--- config.mk ---
export PLATFORM = sky130hd
export DESIGN_NAME = sensor_reading_monitor_unit
export DESIGN_NICKNAME = d
export VERILOG_FILES = /design/src/sv/srm_pkg.sv /design/src/sv/srm_queue.sv /design/src/sv/srm_front.sv /design/src/sv/srm_back.sv /design/src/sv/sensor_reading_monitor_unit.sv
export VERILOG_INCLUDE_DIRS = /design/src /design/src/sv
export SDC_FILE = /design/constraint.sdc
export NUM_CORES = 2
export LEC_CHECK = 0
export BUFFER_PORTS_ARGS = -buffer_cell sky130_fd_sc_hd__buf_2
export CORE_MARGIN = 4
export CORE_UTILIZATION = 40
export DETAILED_ROUTE_END_ITERATION = 10
export GPL_ROUTABILITY_DRIVEN = 0
export PLACE_DENSITY = 0.57
export SLEW_MARGIN = 20
export SYNTH_ARGS = -nofsm -noshare
export SYNTH_HDL_FRONTEND = slang
export SYNTH_SLANG_ARGS = --single-unit
--- constraint.sdc ---
create_clock -name clock -period 5.7 [get_ports clock]
set_input_delay 0.855 -clock clock [delete_from_list [all_inputs] [get_ports clock]]
set_output_delay 0.855 -clock clock [all_outputs]
set_load 0.005 [all_outputs]
--- src/sv/sensor_reading_monitor_unit_macros.svh ---
// Assertion macros shared by the sensor reading monitor RTL.
`ifndef SENSOR_READING_MONITOR_UNIT_MACROS_SVH
`define SENSOR_READING_MONITOR_UNIT_MACROS_SVH

// Same-cycle implication, checked out of reset.
`define SRM_ASSERT_NOW(label, ante, cons, msg) \
   label: assert property (@(posedge clock) disable iff (reset) (ante) |-> (cons)) \
      else $error(msg);

// Next-cycle implication, checked out of reset.
`define SRM_ASSERT_NEXT(label, ante, cons, msg) \
   label: assert property (@(posedge clock) disable iff (reset) (ante) |=> (cons)) \
      else $error(msg);

`endif

--- src/sv/srm_pkg.sv ---
// Shared types, codes and constants of the sensor reading monitor.
`timescale 1ns / 1ps

package srm_pkg;

   localparam int NUM_SENSORS_DEF = 16;
   localparam int NUM_SAMPLES_DEF = 8;
   localparam int QUEUE_DEPTH     = 2;
   localparam int VAL_W           = 16;
   localparam int SUM_OUT_W       = 19;
   localparam int SUM_OUT_MAX     = 262143;
   localparam int SUM_OUT_MIN     = -262144;
   // op + sample number + code + reading; slot and row widths come on top
   localparam int CMD_FIXED_W     = 2 + 4 + 16 + 16;

   localparam logic signed [VAL_W-1:0] LOW_LIMIT_RESET  = -16'sd10;
   localparam logic signed [VAL_W-1:0] HIGH_LIMIT_RESET = 16'sd60;

   typedef enum logic [1:0] {
      REQ_LOAD    = 2'd0,
      REQ_MEASURE = 2'd1,
      REQ_REPORT  = 2'd2
   } req_kind_type;

   typedef enum logic [1:0] {
      KIND_ALARM  = 2'd0,
      KIND_REPORT = 2'd1,
      KIND_ERROR  = 2'd2
   } rsp_kind_type;

   typedef enum logic [1:0] {
      CMD_STORE,
      CMD_ALARM,
      CMD_ERROR,
      CMD_REPORT
   } cmd_op_type;

   typedef enum logic [1:0] {
      BK_CLEAR,
      BK_IDLE,
      BK_SUM,
      BK_EMIT
   } back_state_type;

   typedef enum logic {
      REG_LOW_LIMIT  = 1'b0,
      REG_HIGH_LIMIT = 1'b1
   } csr_reg_type;

   typedef struct packed {
      logic clearing;
      logic report_done;
   } back_status_type;

   function automatic int idx_width(input int n);
      return (n > 1) ? $clog2(n) : 1;
   endfunction

endpackage

--- src/sv/srm_queue.sv ---
// Small first-word-fall-through command queue between front and back.
`timescale 1ns / 1ps

module srm_queue import srm_pkg::*; #(
   parameter int WIDTH = CMD_FIXED_W,
   parameter int DEPTH = QUEUE_DEPTH,
   localparam int PTR_W = idx_width(DEPTH),
   localparam int CNT_W = idx_width(DEPTH + 1)
) (
   input  logic             clock,
   input  logic             reset,
   input  logic             push,
   input  logic [WIDTH-1:0] wdata,
   input  logic             pop,
   output logic [WIDTH-1:0] rdata,
   output logic             full,
   output logic             empty
);

   logic [WIDTH-1:0] entry_ff [DEPTH];
   logic [PTR_W-1:0] wr_ptr_ff, wr_ptr_in;
   logic [PTR_W-1:0] rd_ptr_ff, rd_ptr_in;
   logic [CNT_W-1:0] count_ff, count_in;

   assign full  = (int'(count_ff) == DEPTH);
   assign empty = (count_ff == '0);
   assign rdata = entry_ff[rd_ptr_ff];

   always_comb begin
      wr_ptr_in = wr_ptr_ff;
      rd_ptr_in = rd_ptr_ff;
      count_in  = count_ff;
      if (push) begin
         wr_ptr_in = (int'(wr_ptr_ff) == DEPTH - 1) ? '0 : wr_ptr_ff + PTR_W'(1);
      end
      if (pop) begin
         rd_ptr_in = (int'(rd_ptr_ff) == DEPTH - 1) ? '0 : rd_ptr_ff + PTR_W'(1);
      end
      count_in = count_ff + CNT_W'(push) - CNT_W'(pop);
   end

   always_ff @(posedge clock) begin
      if (reset) begin
         wr_ptr_ff <= '0;
         rd_ptr_ff <= '0;
         count_ff  <= '0;
      end else begin
         wr_ptr_ff <= wr_ptr_in;
         rd_ptr_ff <= rd_ptr_in;
         count_ff  <= count_in;
      end
   end

   always_ff @(posedge clock) begin
      if (push) begin
         entry_ff[wr_ptr_ff] <= wdata;
      end
   end

endmodule

--- src/sv/srm_front.sv ---
// Front end: takes request transactions, keeps the sensor table, classifies measurements.
`timescale 1ns / 1ps

module srm_front import srm_pkg::*; #(
   parameter int NUM_SENSORS = NUM_SENSORS_DEF,
   parameter int NUM_SAMPLES = NUM_SAMPLES_DEF,
   localparam int SLOT_W = idx_width(NUM_SENSORS),
   localparam int ROW_W  = idx_width(NUM_SAMPLES),
   localparam int CMD_W  = CMD_FIXED_W + SLOT_W + ROW_W
) (
   input  logic                    clock,
   input  logic                    reset,
   input  logic                    req_valid,
   output logic                    req_ready,
   input  logic [1:0]              req_req_type,
   input  logic [3:0]              req_slot_index,
   input  logic [15:0]             req_sensor_code,
   input  logic                    req_sensor_active,
   input  logic [3:0]              req_sample_number,
   input  logic signed [VAL_W-1:0] req_temperature,
   input  logic signed [VAL_W-1:0] low_limit,
   input  logic signed [VAL_W-1:0] high_limit,
   input  back_status_type         status,
   input  logic                    q_full,
   output logic                    q_push,
   output logic [CMD_W-1:0]        q_wdata,
   input  logic [SLOT_W-1:0]       rpt_col,
   output logic [15:0]             rpt_code
);

   localparam int RPT_W = idx_width(QUEUE_DEPTH + 2);

   typedef struct packed {
      cmd_op_type              op;
      logic [SLOT_W-1:0]       pos;
      logic [ROW_W-1:0]        row;
      logic [3:0]              sample;
      logic [15:0]             code;
      logic signed [VAL_W-1:0] temp;
   } cmd_type;

   logic                    hold_valid_ff, hold_valid_in;
   logic [1:0]              hold_type_ff;
   logic [3:0]              hold_slot_ff;
   logic [15:0]             hold_code_ff;
   logic                    hold_active_ff;
   logic [3:0]              hold_sample_ff;
   logic signed [VAL_W-1:0] hold_temp_ff;

   logic [15:0]             code_ff [NUM_SENSORS];
   logic [NUM_SENSORS-1:0]  loaded_ff, active_ff;
   logic [RPT_W-1:0]        rpt_cnt_ff, rpt_cnt_in;

   logic                    match_hit;
   logic [SLOT_W-1:0]       match_pos;
   logic                    sample_ok, load_ok, over_limit;
   logic [SLOT_W-1:0]       load_idx;
   logic                    table_we, item_done, rpt_push;
   cmd_type                 cmd;

   assign req_ready = !hold_valid_ff && !status.clearing;
   assign rpt_code  = loaded_ff[rpt_col] ? code_ff[rpt_col] : '0;

   // lowest loaded slot with a matching code wins
   always_comb begin
      match_hit = 1'b0;
      match_pos = '0;
      for (int i = NUM_SENSORS - 1; i >= 0; i--) begin
         if (loaded_ff[i] && (code_ff[i] == hold_code_ff)) begin
            match_hit = 1'b1;
            match_pos = SLOT_W'(i);
         end
      end
   end

   assign sample_ok  = (hold_sample_ff != 4'd0) && (int'(hold_sample_ff) <= NUM_SAMPLES);
   assign load_ok    = (int'(hold_slot_ff) < NUM_SENSORS);
   assign load_idx   = SLOT_W'(hold_slot_ff);
   assign over_limit = (hold_temp_ff > high_limit) || (hold_temp_ff < low_limit);

   always_comb begin
      cmd.pos    = match_pos;
      cmd.row    = ROW_W'(hold_sample_ff - 4'd1);
      cmd.sample = hold_sample_ff;
      cmd.code   = hold_code_ff;
      cmd.temp   = hold_temp_ff;
      if (hold_type_ff == REQ_REPORT) begin
         cmd.op = CMD_REPORT;
      end else if (!match_hit || !sample_ok) begin
         cmd.op = CMD_ERROR;
      end else if (active_ff[match_pos] && over_limit) begin
         cmd.op = CMD_ALARM;
      end else begin
         cmd.op = CMD_STORE;
      end
   end

   assign q_wdata = cmd;

   always_comb begin
      table_we  = 1'b0;
      item_done = 1'b0;
      q_push    = 1'b0;
      if (hold_valid_ff) begin
         unique case (hold_type_ff)
            REQ_LOAD: begin
               // hold loads while a report still has to read the table
               if (rpt_cnt_ff == '0) begin
                  table_we  = load_ok;
                  item_done = 1'b1;
               end
            end
            REQ_MEASURE, REQ_REPORT: begin
               if (!q_full) begin
                  q_push    = 1'b1;
                  item_done = 1'b1;
               end
            end
            default: begin
               item_done = 1'b1;
            end
         endcase
      end
   end

   assign rpt_push = q_push && (hold_type_ff == REQ_REPORT);

   always_comb begin
      hold_valid_in = hold_valid_ff;
      if (item_done) begin
         hold_valid_in = 1'b0;
      end
      if (req_valid && req_ready) begin
         hold_valid_in = 1'b1;
      end
      rpt_cnt_in = rpt_cnt_ff + RPT_W'(rpt_push) - RPT_W'(status.report_done);
   end

   always_ff @(posedge clock) begin
      if (reset) begin
         hold_valid_ff <= 1'b0;
         rpt_cnt_ff    <= '0;
         loaded_ff     <= '0;
         active_ff     <= '0;
      end else begin
         hold_valid_ff <= hold_valid_in;
         rpt_cnt_ff    <= rpt_cnt_in;
         if (table_we) begin
            loaded_ff[load_idx] <= 1'b1;
            active_ff[load_idx] <= hold_active_ff;
         end
      end
   end

   always_ff @(posedge clock) begin
      if (req_valid && req_ready) begin
         hold_type_ff   <= req_req_type;
         hold_slot_ff   <= req_slot_index;
         hold_code_ff   <= req_sensor_code;
         hold_active_ff <= req_sensor_active;
         hold_sample_ff <= req_sample_number;
         hold_temp_ff   <= req_temperature;
      end
      if (table_we) begin
         code_ff[load_idx] <= hold_code_ff;
      end
   end

endmodule

--- src/sv/srm_back.sv ---
// Back end: sample store, alarm and error results, report walk and result register.
`timescale 1ns / 1ps

module srm_back import srm_pkg::*; #(
   parameter int NUM_SENSORS = NUM_SENSORS_DEF,
   parameter int NUM_SAMPLES = NUM_SAMPLES_DEF,
   localparam int SLOT_W = idx_width(NUM_SENSORS),
   localparam int ROW_W  = idx_width(NUM_SAMPLES),
   localparam int CMD_W  = CMD_FIXED_W + SLOT_W + ROW_W
) (
   input  logic                        clock,
   input  logic                        reset,
   input  logic                        q_empty,
   input  logic [CMD_W-1:0]            q_rdata,
   output logic                        q_pop,
   output logic [SLOT_W-1:0]           rpt_col,
   input  logic [15:0]                 rpt_code,
   output back_status_type             status,
   output logic                        rsp_valid,
   input  logic                        rsp_ready,
   output logic [1:0]                  rsp_kind,
   output logic [3:0]                  rsp_slot,
   output logic [15:0]                 rsp_code_out,
   output logic [3:0]                  rsp_sample_out,
   output logic signed [VAL_W-1:0]     rsp_value_out,
   output logic signed [VAL_W-1:0]     rsp_min_temperature,
   output logic signed [SUM_OUT_W-1:0] rsp_sample_sum,
   output logic                        rsp_is_best,
   output logic                        rsp_last
);

   localparam int ADDR_W = ROW_W + SLOT_W;
   localparam int ACC_W  = SUM_OUT_W + idx_width(NUM_SAMPLES);
   localparam logic signed [ACC_W-1:0] SAT_HI = ACC_W'(SUM_OUT_MAX);
   localparam logic signed [ACC_W-1:0] SAT_LO = ACC_W'(SUM_OUT_MIN);

   typedef struct packed {
      cmd_op_type              op;
      logic [SLOT_W-1:0]       pos;
      logic [ROW_W-1:0]        row;
      logic [3:0]              sample;
      logic [15:0]             code;
      logic signed [VAL_W-1:0] temp;
   } cmd_type;

   cmd_type                     head;
   back_state_type              state_ff, state_in;

   logic signed [VAL_W-1:0]     store_mem [2**ADDR_W];
   logic signed [VAL_W-1:0]     rd_data_ff;
   logic                        mem_we;
   logic [ADDR_W-1:0]           mem_waddr;
   logic signed [VAL_W-1:0]     mem_wdata;

   logic [ADDR_W-1:0]           clr_addr_ff, clr_addr_in;
   logic [ROW_W-1:0]            row_ff, row_in;
   logic [SLOT_W-1:0]           col_ff, col_in;
   logic                        phase_ff, phase_in;
   logic signed [ACC_W-1:0]     acc_ff, acc_in, acc_next, cell_ext;
   logic signed [VAL_W-1:0]     min_ff, min_in, min_next;
   logic signed [ACC_W-1:0]     best_sum_ff, best_sum_in;
   logic [SLOT_W-1:0]           best_col_ff, best_col_in;
   logic signed [SUM_OUT_W-1:0] sum_sat;
   logic                        first_row, last_row, last_col;

   logic                        rsp_valid_ff, out_free, out_load;
   logic [1:0]                  kind_ff, kind_in;
   logic [3:0]                  slot_ff, slot_in;
   logic [15:0]                 code_ff, code_in;
   logic [3:0]                  sample_ff, sample_in;
   logic signed [VAL_W-1:0]     value_ff, value_in;
   logic signed [VAL_W-1:0]     minout_ff, minout_in;
   logic signed [SUM_OUT_W-1:0] sum_ff, sum_in;
   logic                        best_ff, best_in;
   logic                        last_ff, last_in;
   logic                        report_done;

   assign head     = q_rdata;
   assign out_free = !rsp_valid_ff || rsp_ready;
   assign rpt_col  = col_ff;

   assign status.clearing    = (state_ff == BK_CLEAR);
   assign status.report_done = report_done;

   assign rsp_valid           = rsp_valid_ff;
   assign rsp_kind            = kind_ff;
   assign rsp_slot            = slot_ff;
   assign rsp_code_out        = code_ff;
   assign rsp_sample_out      = sample_ff;
   assign rsp_value_out       = value_ff;
   assign rsp_min_temperature = minout_ff;
   assign rsp_sample_sum      = sum_ff;
   assign rsp_is_best         = best_ff;
   assign rsp_last            = last_ff;

   // column accumulate over the rows of one slot
   assign first_row = (row_ff == '0);
   assign last_row  = (int'(row_ff) == NUM_SAMPLES - 1);
   assign last_col  = (int'(col_ff) == NUM_SENSORS - 1);
   assign cell_ext  = ACC_W'(rd_data_ff);
   assign acc_next  = first_row ? cell_ext : acc_ff + cell_ext;
   assign min_next  = (first_row || (rd_data_ff < min_ff)) ? rd_data_ff : min_ff;

   always_comb begin
      if (acc_next > SAT_HI) begin
         sum_sat = SAT_HI[SUM_OUT_W-1:0];
      end else if (acc_next < SAT_LO) begin
         sum_sat = SAT_LO[SUM_OUT_W-1:0];
      end else begin
         sum_sat = acc_next[SUM_OUT_W-1:0];
      end
   end

   always_comb begin
      state_in    = state_ff;
      clr_addr_in = clr_addr_ff;
      row_in      = row_ff;
      col_in      = col_ff;
      phase_in    = phase_ff;
      acc_in      = acc_ff;
      min_in      = min_ff;
      best_sum_in = best_sum_ff;
      best_col_in = best_col_ff;
      mem_we      = 1'b0;
      mem_waddr   = {head.row, head.pos};
      mem_wdata   = head.temp;
      q_pop       = 1'b0;
      out_load    = 1'b0;
      report_done = 1'b0;
      kind_in     = KIND_ERROR;
      slot_in     = '0;
      code_in     = head.code;
      sample_in   = head.sample;
      value_in    = head.temp;
      minout_in   = '0;
      sum_in      = '0;
      best_in     = 1'b0;
      last_in     = 1'b1;

      unique case (state_ff)
         BK_CLEAR: begin
            mem_we      = 1'b1;
            mem_waddr   = clr_addr_ff;
            mem_wdata   = '0;
            clr_addr_in = clr_addr_ff + ADDR_W'(1);
            if (clr_addr_ff == '1) begin
               state_in = BK_IDLE;
            end
         end
         BK_IDLE: begin
            if (!q_empty) begin
               unique case (head.op) inside
                  CMD_STORE: begin
                     q_pop  = 1'b1;
                     mem_we = 1'b1;
                  end
                  CMD_ALARM, CMD_ERROR: begin
                     if (out_free) begin
                        q_pop    = 1'b1;
                        out_load = 1'b1;
                        if (head.op == CMD_ALARM) begin
                           mem_we  = 1'b1;
                           kind_in = KIND_ALARM;
                           slot_in = 4'(head.pos);
                        end
                     end
                  end
                  CMD_REPORT: begin
                     q_pop    = 1'b1;
                     row_in   = '0;
                     col_in   = '0;
                     phase_in = 1'b0;
                     state_in = BK_SUM;
                  end
               endcase
            end
         end
         BK_SUM: begin
            // first pass: exact sums only, to find the best slot
            if (!phase_ff) begin
               phase_in = 1'b1;
            end else begin
               phase_in = 1'b0;
               acc_in   = acc_next;
               min_in   = min_next;
               if (last_row) begin
                  row_in = '0;
                  if ((col_ff == '0) || (acc_next > best_sum_ff)) begin
                     best_sum_in = acc_next;
                     best_col_in = col_ff;
                  end
                  if (last_col) begin
                     col_in   = '0;
                     state_in = BK_EMIT;
                  end else begin
                     col_in = col_ff + SLOT_W'(1);
                  end
               end else begin
                  row_in = row_ff + ROW_W'(1);
               end
            end
         end
         BK_EMIT: begin
            // second pass: recompute each slot and hand out its row
            kind_in   = KIND_REPORT;
            slot_in   = 4'(col_ff);
            code_in   = rpt_code;
            sample_in = '0;
            value_in  = '0;
            minout_in = min_next;
            sum_in    = sum_sat;
            best_in   = (col_ff == best_col_ff);
            last_in   = last_col;
            if (!phase_ff) begin
               phase_in = 1'b1;
            end else if (!last_row) begin
               phase_in = 1'b0;
               acc_in   = acc_next;
               min_in   = min_next;
               row_in   = row_ff + ROW_W'(1);
            end else if (out_free) begin
               out_load = 1'b1;
               phase_in = 1'b0;
               row_in   = '0;
               if (last_col) begin
                  col_in      = '0;
                  report_done = 1'b1;
                  state_in    = BK_IDLE;
               end else begin
                  col_in = col_ff + SLOT_W'(1);
               end
            end
         end
      endcase
   end

   always_ff @(posedge clock) begin
      if (reset) begin
         state_ff     <= BK_CLEAR;
         clr_addr_ff  <= '0;
         row_ff       <= '0;
         col_ff       <= '0;
         phase_ff     <= 1'b0;
         rsp_valid_ff <= 1'b0;
      end else begin
         state_ff    <= state_in;
         clr_addr_ff <= clr_addr_in;
         row_ff      <= row_in;
         col_ff      <= col_in;
         phase_ff    <= phase_in;
         if (out_load) begin
            rsp_valid_ff <= 1'b1;
         end else if (rsp_ready) begin
            rsp_valid_ff <= 1'b0;
         end
      end
   end

   always_ff @(posedge clock) begin
      acc_ff      <= acc_in;
      min_ff      <= min_in;
      best_sum_ff <= best_sum_in;
      best_col_ff <= best_col_in;
      if (out_load) begin
         kind_ff   <= kind_in;
         slot_ff   <= slot_in;
         code_ff   <= code_in;
         sample_ff <= sample_in;
         value_ff  <= value_in;
         minout_ff <= minout_in;
         sum_ff    <= sum_in;
         best_ff   <= best_in;
         last_ff   <= last_in;
      end
   end

   // sample store: one write port, one registered read port
   always_ff @(posedge clock) begin
      if (mem_we) begin
         store_mem[mem_waddr] <= mem_wdata;
      end
      rd_data_ff <= store_mem[{row_ff, col_ff}];
   end

endmodule

--- src/sv/sensor_reading_monitor_unit.sv ---
// Sensor reading monitor: limit registers, front end, command queue and back end.
`timescale 1ns / 1ps
`include "sensor_reading_monitor_unit_macros.svh"

// Usage:
//   req_* is the request channel (load a table slot, store a measurement, ask for a
//   report); rsp_* carries alarm, error and report-row transactions, rsp_last marks
//   the final row of each item. csr_* is an APB-style port for the low and high limit.
//   A load waits in the front holding register and writes the table from there. An
//   alarm or error result of a measurement passes the front holding register, the
//   command queue and the result register; the holding register, which does the table
//   lookup, takes no new request until its item is through. A report reads the sample
//   store twice through its single read port, rows leaving during the second pass.
//   Loads wait while a report is pending.
//   After reset the back end zeroes the sample store, one cell a cycle; req_ready
//   stays low meanwhile, limit writes are taken at once.
//   When rsp_ready is low the result register holds, the back end stops at its next
//   result, and the two-entry command queue then fills and stalls the front end.
module sensor_reading_monitor_unit import srm_pkg::*; #(
   parameter int NUM_SENSORS = NUM_SENSORS_DEF,
   parameter int NUM_SAMPLES = NUM_SAMPLES_DEF
) (
   input  logic                        clock,
   input  logic                        reset,
   input  logic                        req_valid,
   output logic                        req_ready,
   input  logic [1:0]                  req_req_type,
   input  logic [3:0]                  req_slot_index,
   input  logic [15:0]                 req_sensor_code,
   input  logic                        req_sensor_active,
   input  logic [3:0]                  req_sample_number,
   input  logic signed [VAL_W-1:0]     req_temperature,
   output logic                        rsp_valid,
   input  logic                        rsp_ready,
   output logic [1:0]                  rsp_kind,
   output logic [3:0]                  rsp_slot,
   output logic [15:0]                 rsp_code_out,
   output logic [3:0]                  rsp_sample_out,
   output logic signed [VAL_W-1:0]     rsp_value_out,
   output logic signed [VAL_W-1:0]     rsp_min_temperature,
   output logic signed [SUM_OUT_W-1:0] rsp_sample_sum,
   output logic                        rsp_is_best,
   output logic                        rsp_last,
   input  logic                        csr_psel,
   input  logic                        csr_penable,
   input  logic                        csr_pwrite,
   input  logic [2:0]                  csr_paddr,
   input  logic [31:0]                 csr_pwdata,
   output logic [31:0]                 csr_prdata,
   output logic                        csr_pready
);

   localparam int SLOT_W = idx_width(NUM_SENSORS);
   localparam int ROW_W  = idx_width(NUM_SAMPLES);
   localparam int CMD_W  = CMD_FIXED_W + SLOT_W + ROW_W;

   logic signed [VAL_W-1:0] low_limit_ff, high_limit_ff;
   logic                    csr_write;
   csr_reg_type             csr_sel;

   back_status_type         bk_status;
   logic                    q_push, q_pop, q_full, q_empty;
   logic [CMD_W-1:0]        q_wdata, q_rdata;
   logic [SLOT_W-1:0]       rpt_col;
   logic [15:0]             rpt_code;

   assign csr_pready = 1'b1;
   assign csr_write  = csr_psel && csr_penable && csr_pwrite && csr_pready;
   assign csr_sel    = csr_reg_type'(csr_paddr[2]);

   always_comb begin
      unique case (csr_sel)
         REG_LOW_LIMIT:  csr_prdata = 32'(low_limit_ff);
         REG_HIGH_LIMIT: csr_prdata = 32'(high_limit_ff);
      endcase
   end

   always_ff @(posedge clock) begin
      if (reset) begin
         low_limit_ff  <= LOW_LIMIT_RESET;
         high_limit_ff <= HIGH_LIMIT_RESET;
      end else if (csr_write) begin
         unique case (csr_sel)
            REG_LOW_LIMIT:  low_limit_ff  <= csr_pwdata[VAL_W-1:0];
            REG_HIGH_LIMIT: high_limit_ff <= csr_pwdata[VAL_W-1:0];
         endcase
      end
   end

   srm_front #(
      .NUM_SENSORS (NUM_SENSORS),
      .NUM_SAMPLES (NUM_SAMPLES)
   ) u_front (
      .clock             (clock),
      .reset             (reset),
      .req_valid         (req_valid),
      .req_ready         (req_ready),
      .req_req_type      (req_req_type),
      .req_slot_index    (req_slot_index),
      .req_sensor_code   (req_sensor_code),
      .req_sensor_active (req_sensor_active),
      .req_sample_number (req_sample_number),
      .req_temperature   (req_temperature),
      .low_limit         (low_limit_ff),
      .high_limit        (high_limit_ff),
      .status            (bk_status),
      .q_full            (q_full),
      .q_push            (q_push),
      .q_wdata           (q_wdata),
      .rpt_col           (rpt_col),
      .rpt_code          (rpt_code)
   );

   srm_queue #(
      .WIDTH (CMD_W),
      .DEPTH (QUEUE_DEPTH)
   ) u_queue (
      .clock (clock),
      .reset (reset),
      .push  (q_push),
      .wdata (q_wdata),
      .pop   (q_pop),
      .rdata (q_rdata),
      .full  (q_full),
      .empty (q_empty)
   );

   srm_back #(
      .NUM_SENSORS (NUM_SENSORS),
      .NUM_SAMPLES (NUM_SAMPLES)
   ) u_back (
      .clock               (clock),
      .reset               (reset),
      .q_empty             (q_empty),
      .q_rdata             (q_rdata),
      .q_pop               (q_pop),
      .rpt_col             (rpt_col),
      .rpt_code            (rpt_code),
      .status              (bk_status),
      .rsp_valid           (rsp_valid),
      .rsp_ready           (rsp_ready),
      .rsp_kind            (rsp_kind),
      .rsp_slot            (rsp_slot),
      .rsp_code_out        (rsp_code_out),
      .rsp_sample_out      (rsp_sample_out),
      .rsp_value_out       (rsp_value_out),
      .rsp_min_temperature (rsp_min_temperature),
      .rsp_sample_sum      (rsp_sample_sum),
      .rsp_is_best         (rsp_is_best),
      .rsp_last            (rsp_last)
   );

   `SRM_ASSERT_NOW(a_clear_blocks_req, bk_status.clearing, !req_ready, "request taken during store clear")
   `SRM_ASSERT_NOW(a_push_has_room, q_push, !q_full, "command pushed into a full queue")
   `SRM_ASSERT_NOW(a_pop_has_data, q_pop, !q_empty, "command popped from an empty queue")
   `SRM_ASSERT_NEXT(a_report_ends_last, bk_status.report_done, rsp_valid && rsp_last && (rsp_kind == KIND_REPORT), "report end without last row")

endmodule
==> flow_summary_export.csv <==
group,metric,value,unit
sta,fmax,0.2043,GHz
worst_setup_path,path_class,"flip-flop to flip-flop",
clock_network,clk_latency,0.93,ns
floorplanning,dieArea,0.2830,mm2
worst_setup_path,arrival,5.49,ns
hold_path,hold_class,"input pin to flip-flop",
clock_network,cts_sinks,2690,
worst_setup_path,crit_fanout,26,
clock_network,cts_buffer_depth,4,
placed_design,dpl_cell_area,0.1171,mm2
hold_path,min_path_cells,1,
hold_path,hold_path_startpoint,"req_temperature[1]",
global_routing,grt_pass1_wl,410900,um
detailed_routing,drt_pre_antenna_iters,6,
clock_network,cts_tree,"built",
worst_setup_path,start_kind,"flip-flop",
floorplanning,rows,192,
synthesis,ys_types,76,
global_routing,grt_max_degree,129,
synthesis,ys.flop_type,"edfxtp_1",
synthesis,synth_top_cell_area_share,70.54,%
run_status,status,"finished, final reports clean",
power_and_ir_drop,power,40660,uW
placed_design,io_buffers,179,
clock_network,post_cts_buffers,0,
sta,fin_skew,0.06595,ns
synthesis,ys_warn_count,0,
synthesis,synth-compound-area-share,1.668,%
run,maxCapViolations,0,
clock_network,cts_root_buf,"clkbuf_16",
placed_design,dp_cells,9368,
synthesis,muxShareOfSynthArea,16.60,%
synthesis,syn-num-nets,5763,
synthesis,ys_seq_area_share,72.55,%
cells_and_area,num-nets-final,6280,
cells_and_area,final_common_cell,"edfxtp_1",
global_routing,gr-usage-all-layers,19.97,%
sta,hold_viol,0,
synthesis,synth_top_cells_by_area,"edfxtp_1 71%, mux4_2 16%, dfxtp_1 2.0%",
detailed_routing,post-route-drc-count,0,
sta,finalMaxSlewViolations,0,
sta,finalSetupTns,0,ns
synthesis,postSynthCellCount,5566,
worst_setup_path,critPathLaunch,"u_back.acc_ff[0]$_DFFE_PP_",
detailed_routing,finalWirelength,287100,um
synthesis,synthArstFlopShare,0,%
worst_setup_path,end_kind,"flip-flop",
detailed_routing,drt_iter0_markers,5808,
sta,slew_headroom,21.08,%
clock_network,cts_htree_levels,5,
floorplanning,die_w,532.0,um
sta,finalSetupViolCount,0,
detailed_routing,dr_total_vias,56230,
synthesis,syn_avg_cell_area,19.73,um2
detailed_routing,wire_per_inst,29.03,um
power_and_ir_drop,p_per_area,321.9,mW/mm2
sta,min_period,4.895,ns
power_and_ir_drop,p_leak,0.04026,uW
global_routing,grt_pass1_vias,56150,
floorplanning,start_util,40.17,%
synthesis,synthAdderAreaFrac,1.283,%
global_routing,grt_antenna_before_repair,12,
clock_network,postCtsHoldBufs,0,
power_and_ir_drop,irDropWorstVdd,321.6,uV
synthesis,synth_xor_area_share,2.313,%
floorplanning,io_pins,199,
worst_setup_path,critPathRequiredTime,6.30,ns
synthesis,synth_edf_count,2580,
cells_and_area,drive_gt1_share,28.35,%
detailed_routing,vias_per_cell,5.685,
synthesis,mappedNetlistArea,0.1098,mm2
floorplanning,core,0.2734,mm2
worst_setup_path,r2r_start,"u_back.acc_ff[0]$_DFFE_PP_",
worst_setup_path,ff2ff_path_depth,18,
cells_and_area,instances_no_fill,9890,
cells_and_area,syn_to_final_growth,14.99,%
sta,tightest_slew,1.184,ns
detailed_routing,final_antenna_net_count,0,
global_routing,grt.overflow.total,0,
synthesis,synth_top_family_by_area,"multiplexers",
synthesis,yosys.area_share.simple,4.016,%
clock_network,clkTransAtPathRegs,0.06,ns
cells_and_area,layout_common_cells,"2,580 x edfxtp_1, 757 x mux4_2, 307 x clkbuf_16",
clock_network,cts_buffers,301,
sta,post-route-period-util,85.88,%
synthesis,yosysTopAreaCell,"edfxtp_1",
sta,rsz0062_at_grt,"false",
synthesis,synth.ff_latch_count,2690,
cells_and_area,post-route-cell-area,0.1263,mm2
floorplanning,die_y,532.0,um
clock_network,cts.repair.resized,0,
placed_design,dp_hpwl,176300,um
## through the flow
| step | worst slack, ns | util [%] | hold slack [ns] |
|---|---|---|---|
| 3_5_place_dp | 0.8177 | 42.83 | 0.4711 |
| 6_report | 0.8047 | 46.20 | 0.1025 |
| 2_1_floorplan | 0.1895 | - | 0.4064 |
| 4_1_cts | 0.7759 | 46.18 | 0.01746 |
| 3_3_place_gp | 0.8353 | 42.81 | 0.4640 |
| 5_1_grt | 0.3728 | 46.19 | 0.04440 |
## metal layers
layer  global-route usage, %  wire (um)  vias up
met5                       0          0        -
li1                        -          -    23640
met3                   3.645      20970      386
met4                   4.843       6460        0
met1                   28.98     123700    30040
met2                   31.46     136000     2156
## final timing paths
path	endpoint	slack, ns
setup / recovery	u_back.best_col_ff[0]$_DFFE_PP_	0.80
hold / removal	u_front.hold_temp_ff[1]$_DFFE_PP_	0.10
setup reg to reg	u_back.best_col_ff[0]$_DFFE_PP_	0.80
hold reg to reg	high_limit_ff[9]$_SDFFE_PP0P_	0.48
## power breakdown
part / switching [uW] / internal, uW
combinational: 538 / 299
clock: 7500 / 10800
sequential: 53.5 / 21500
total: 8090 / 32600
## layout make-up
type,instances,area (um2)
fill,22920,147100
sequential,2690,79700
multi-input combinational,2465,28710
clock buffer,395,8113
tap,3589,4491
timing repair buffer,498,3746
clock inverter,118,1040
inverter,127,476.7
antenna,8,20.02
## kinds of logic after synthesis
logic type,after synthesis
flops,2690
simple gates,908
mux,871
buf+inv,411
xor+xnor,290
compound gates,283
fa+ha+maj,112
other cells,1
## cells in the mapped netlist (16+ instances only)
cell      number
nand3_1       71
nor3_1        27
clkbuf_1     158
mux2i_1       81
nor2_1       324
a211o_1       20
buf_1         77
or2_2         16
a21o_1        34
mux4_2       757
o21ai_0       83
inv_1        125
mux2_2        33
dfxtp_1      110
edfxtp_1    2580
buf_4         24
nand4_1       42
ha_1         111
xor2_1       157
nor2b_1       18
a21oi_1       73
xnor2_1      133
nor4_1        54
nand2_1      232
nand2b_1      24
## sequential cells by signal (all words and copies together) (netlist names), 7 cells and up, named ones only
register,count
u_front.active_ff,16
low_limit_ff,16
u_back.rsp_sample_sum,19
u_queue.entry_ff,90
high_limit_ff,16
u_back.best_sum_ff,22
u_back.rsp_code_out,16
u_back.store_mem,2048
u_back.rd_data_ff,16
u_back.clr_addr_ff,7
u_front.code_ff,256
u_back.min_ff,16
u_front.hold_code_ff,16
u_front.loaded_ff,16
u_back.acc_ff,22
u_back.rsp_value_out,16
u_front.hold_temp_ff,16
u_back.rsp_min_temperature,16
## worst max-delay path, stage by stage, from the launching register on
cell,delay (ns)
edfxtp_1,0.36
ha_1,0.23
fa_1,0.42
a21oi_1,0.23
o22ai_1,0.20
o211ai_1,0.32
a2111oi_0,0.21
a211oi_1,0.44
nor4bb_1,0.36
nor3_1,0.11
o21ai_0,0.34
ha_1,0.32
nand4_1,0.12
nor2_1,0.08
a21oi_1,0.12
o21ai_0,0.10
buf_4,0.14
a21oi_2,0.10
buf_4,0.36
(Power assumes the default switching activity.)
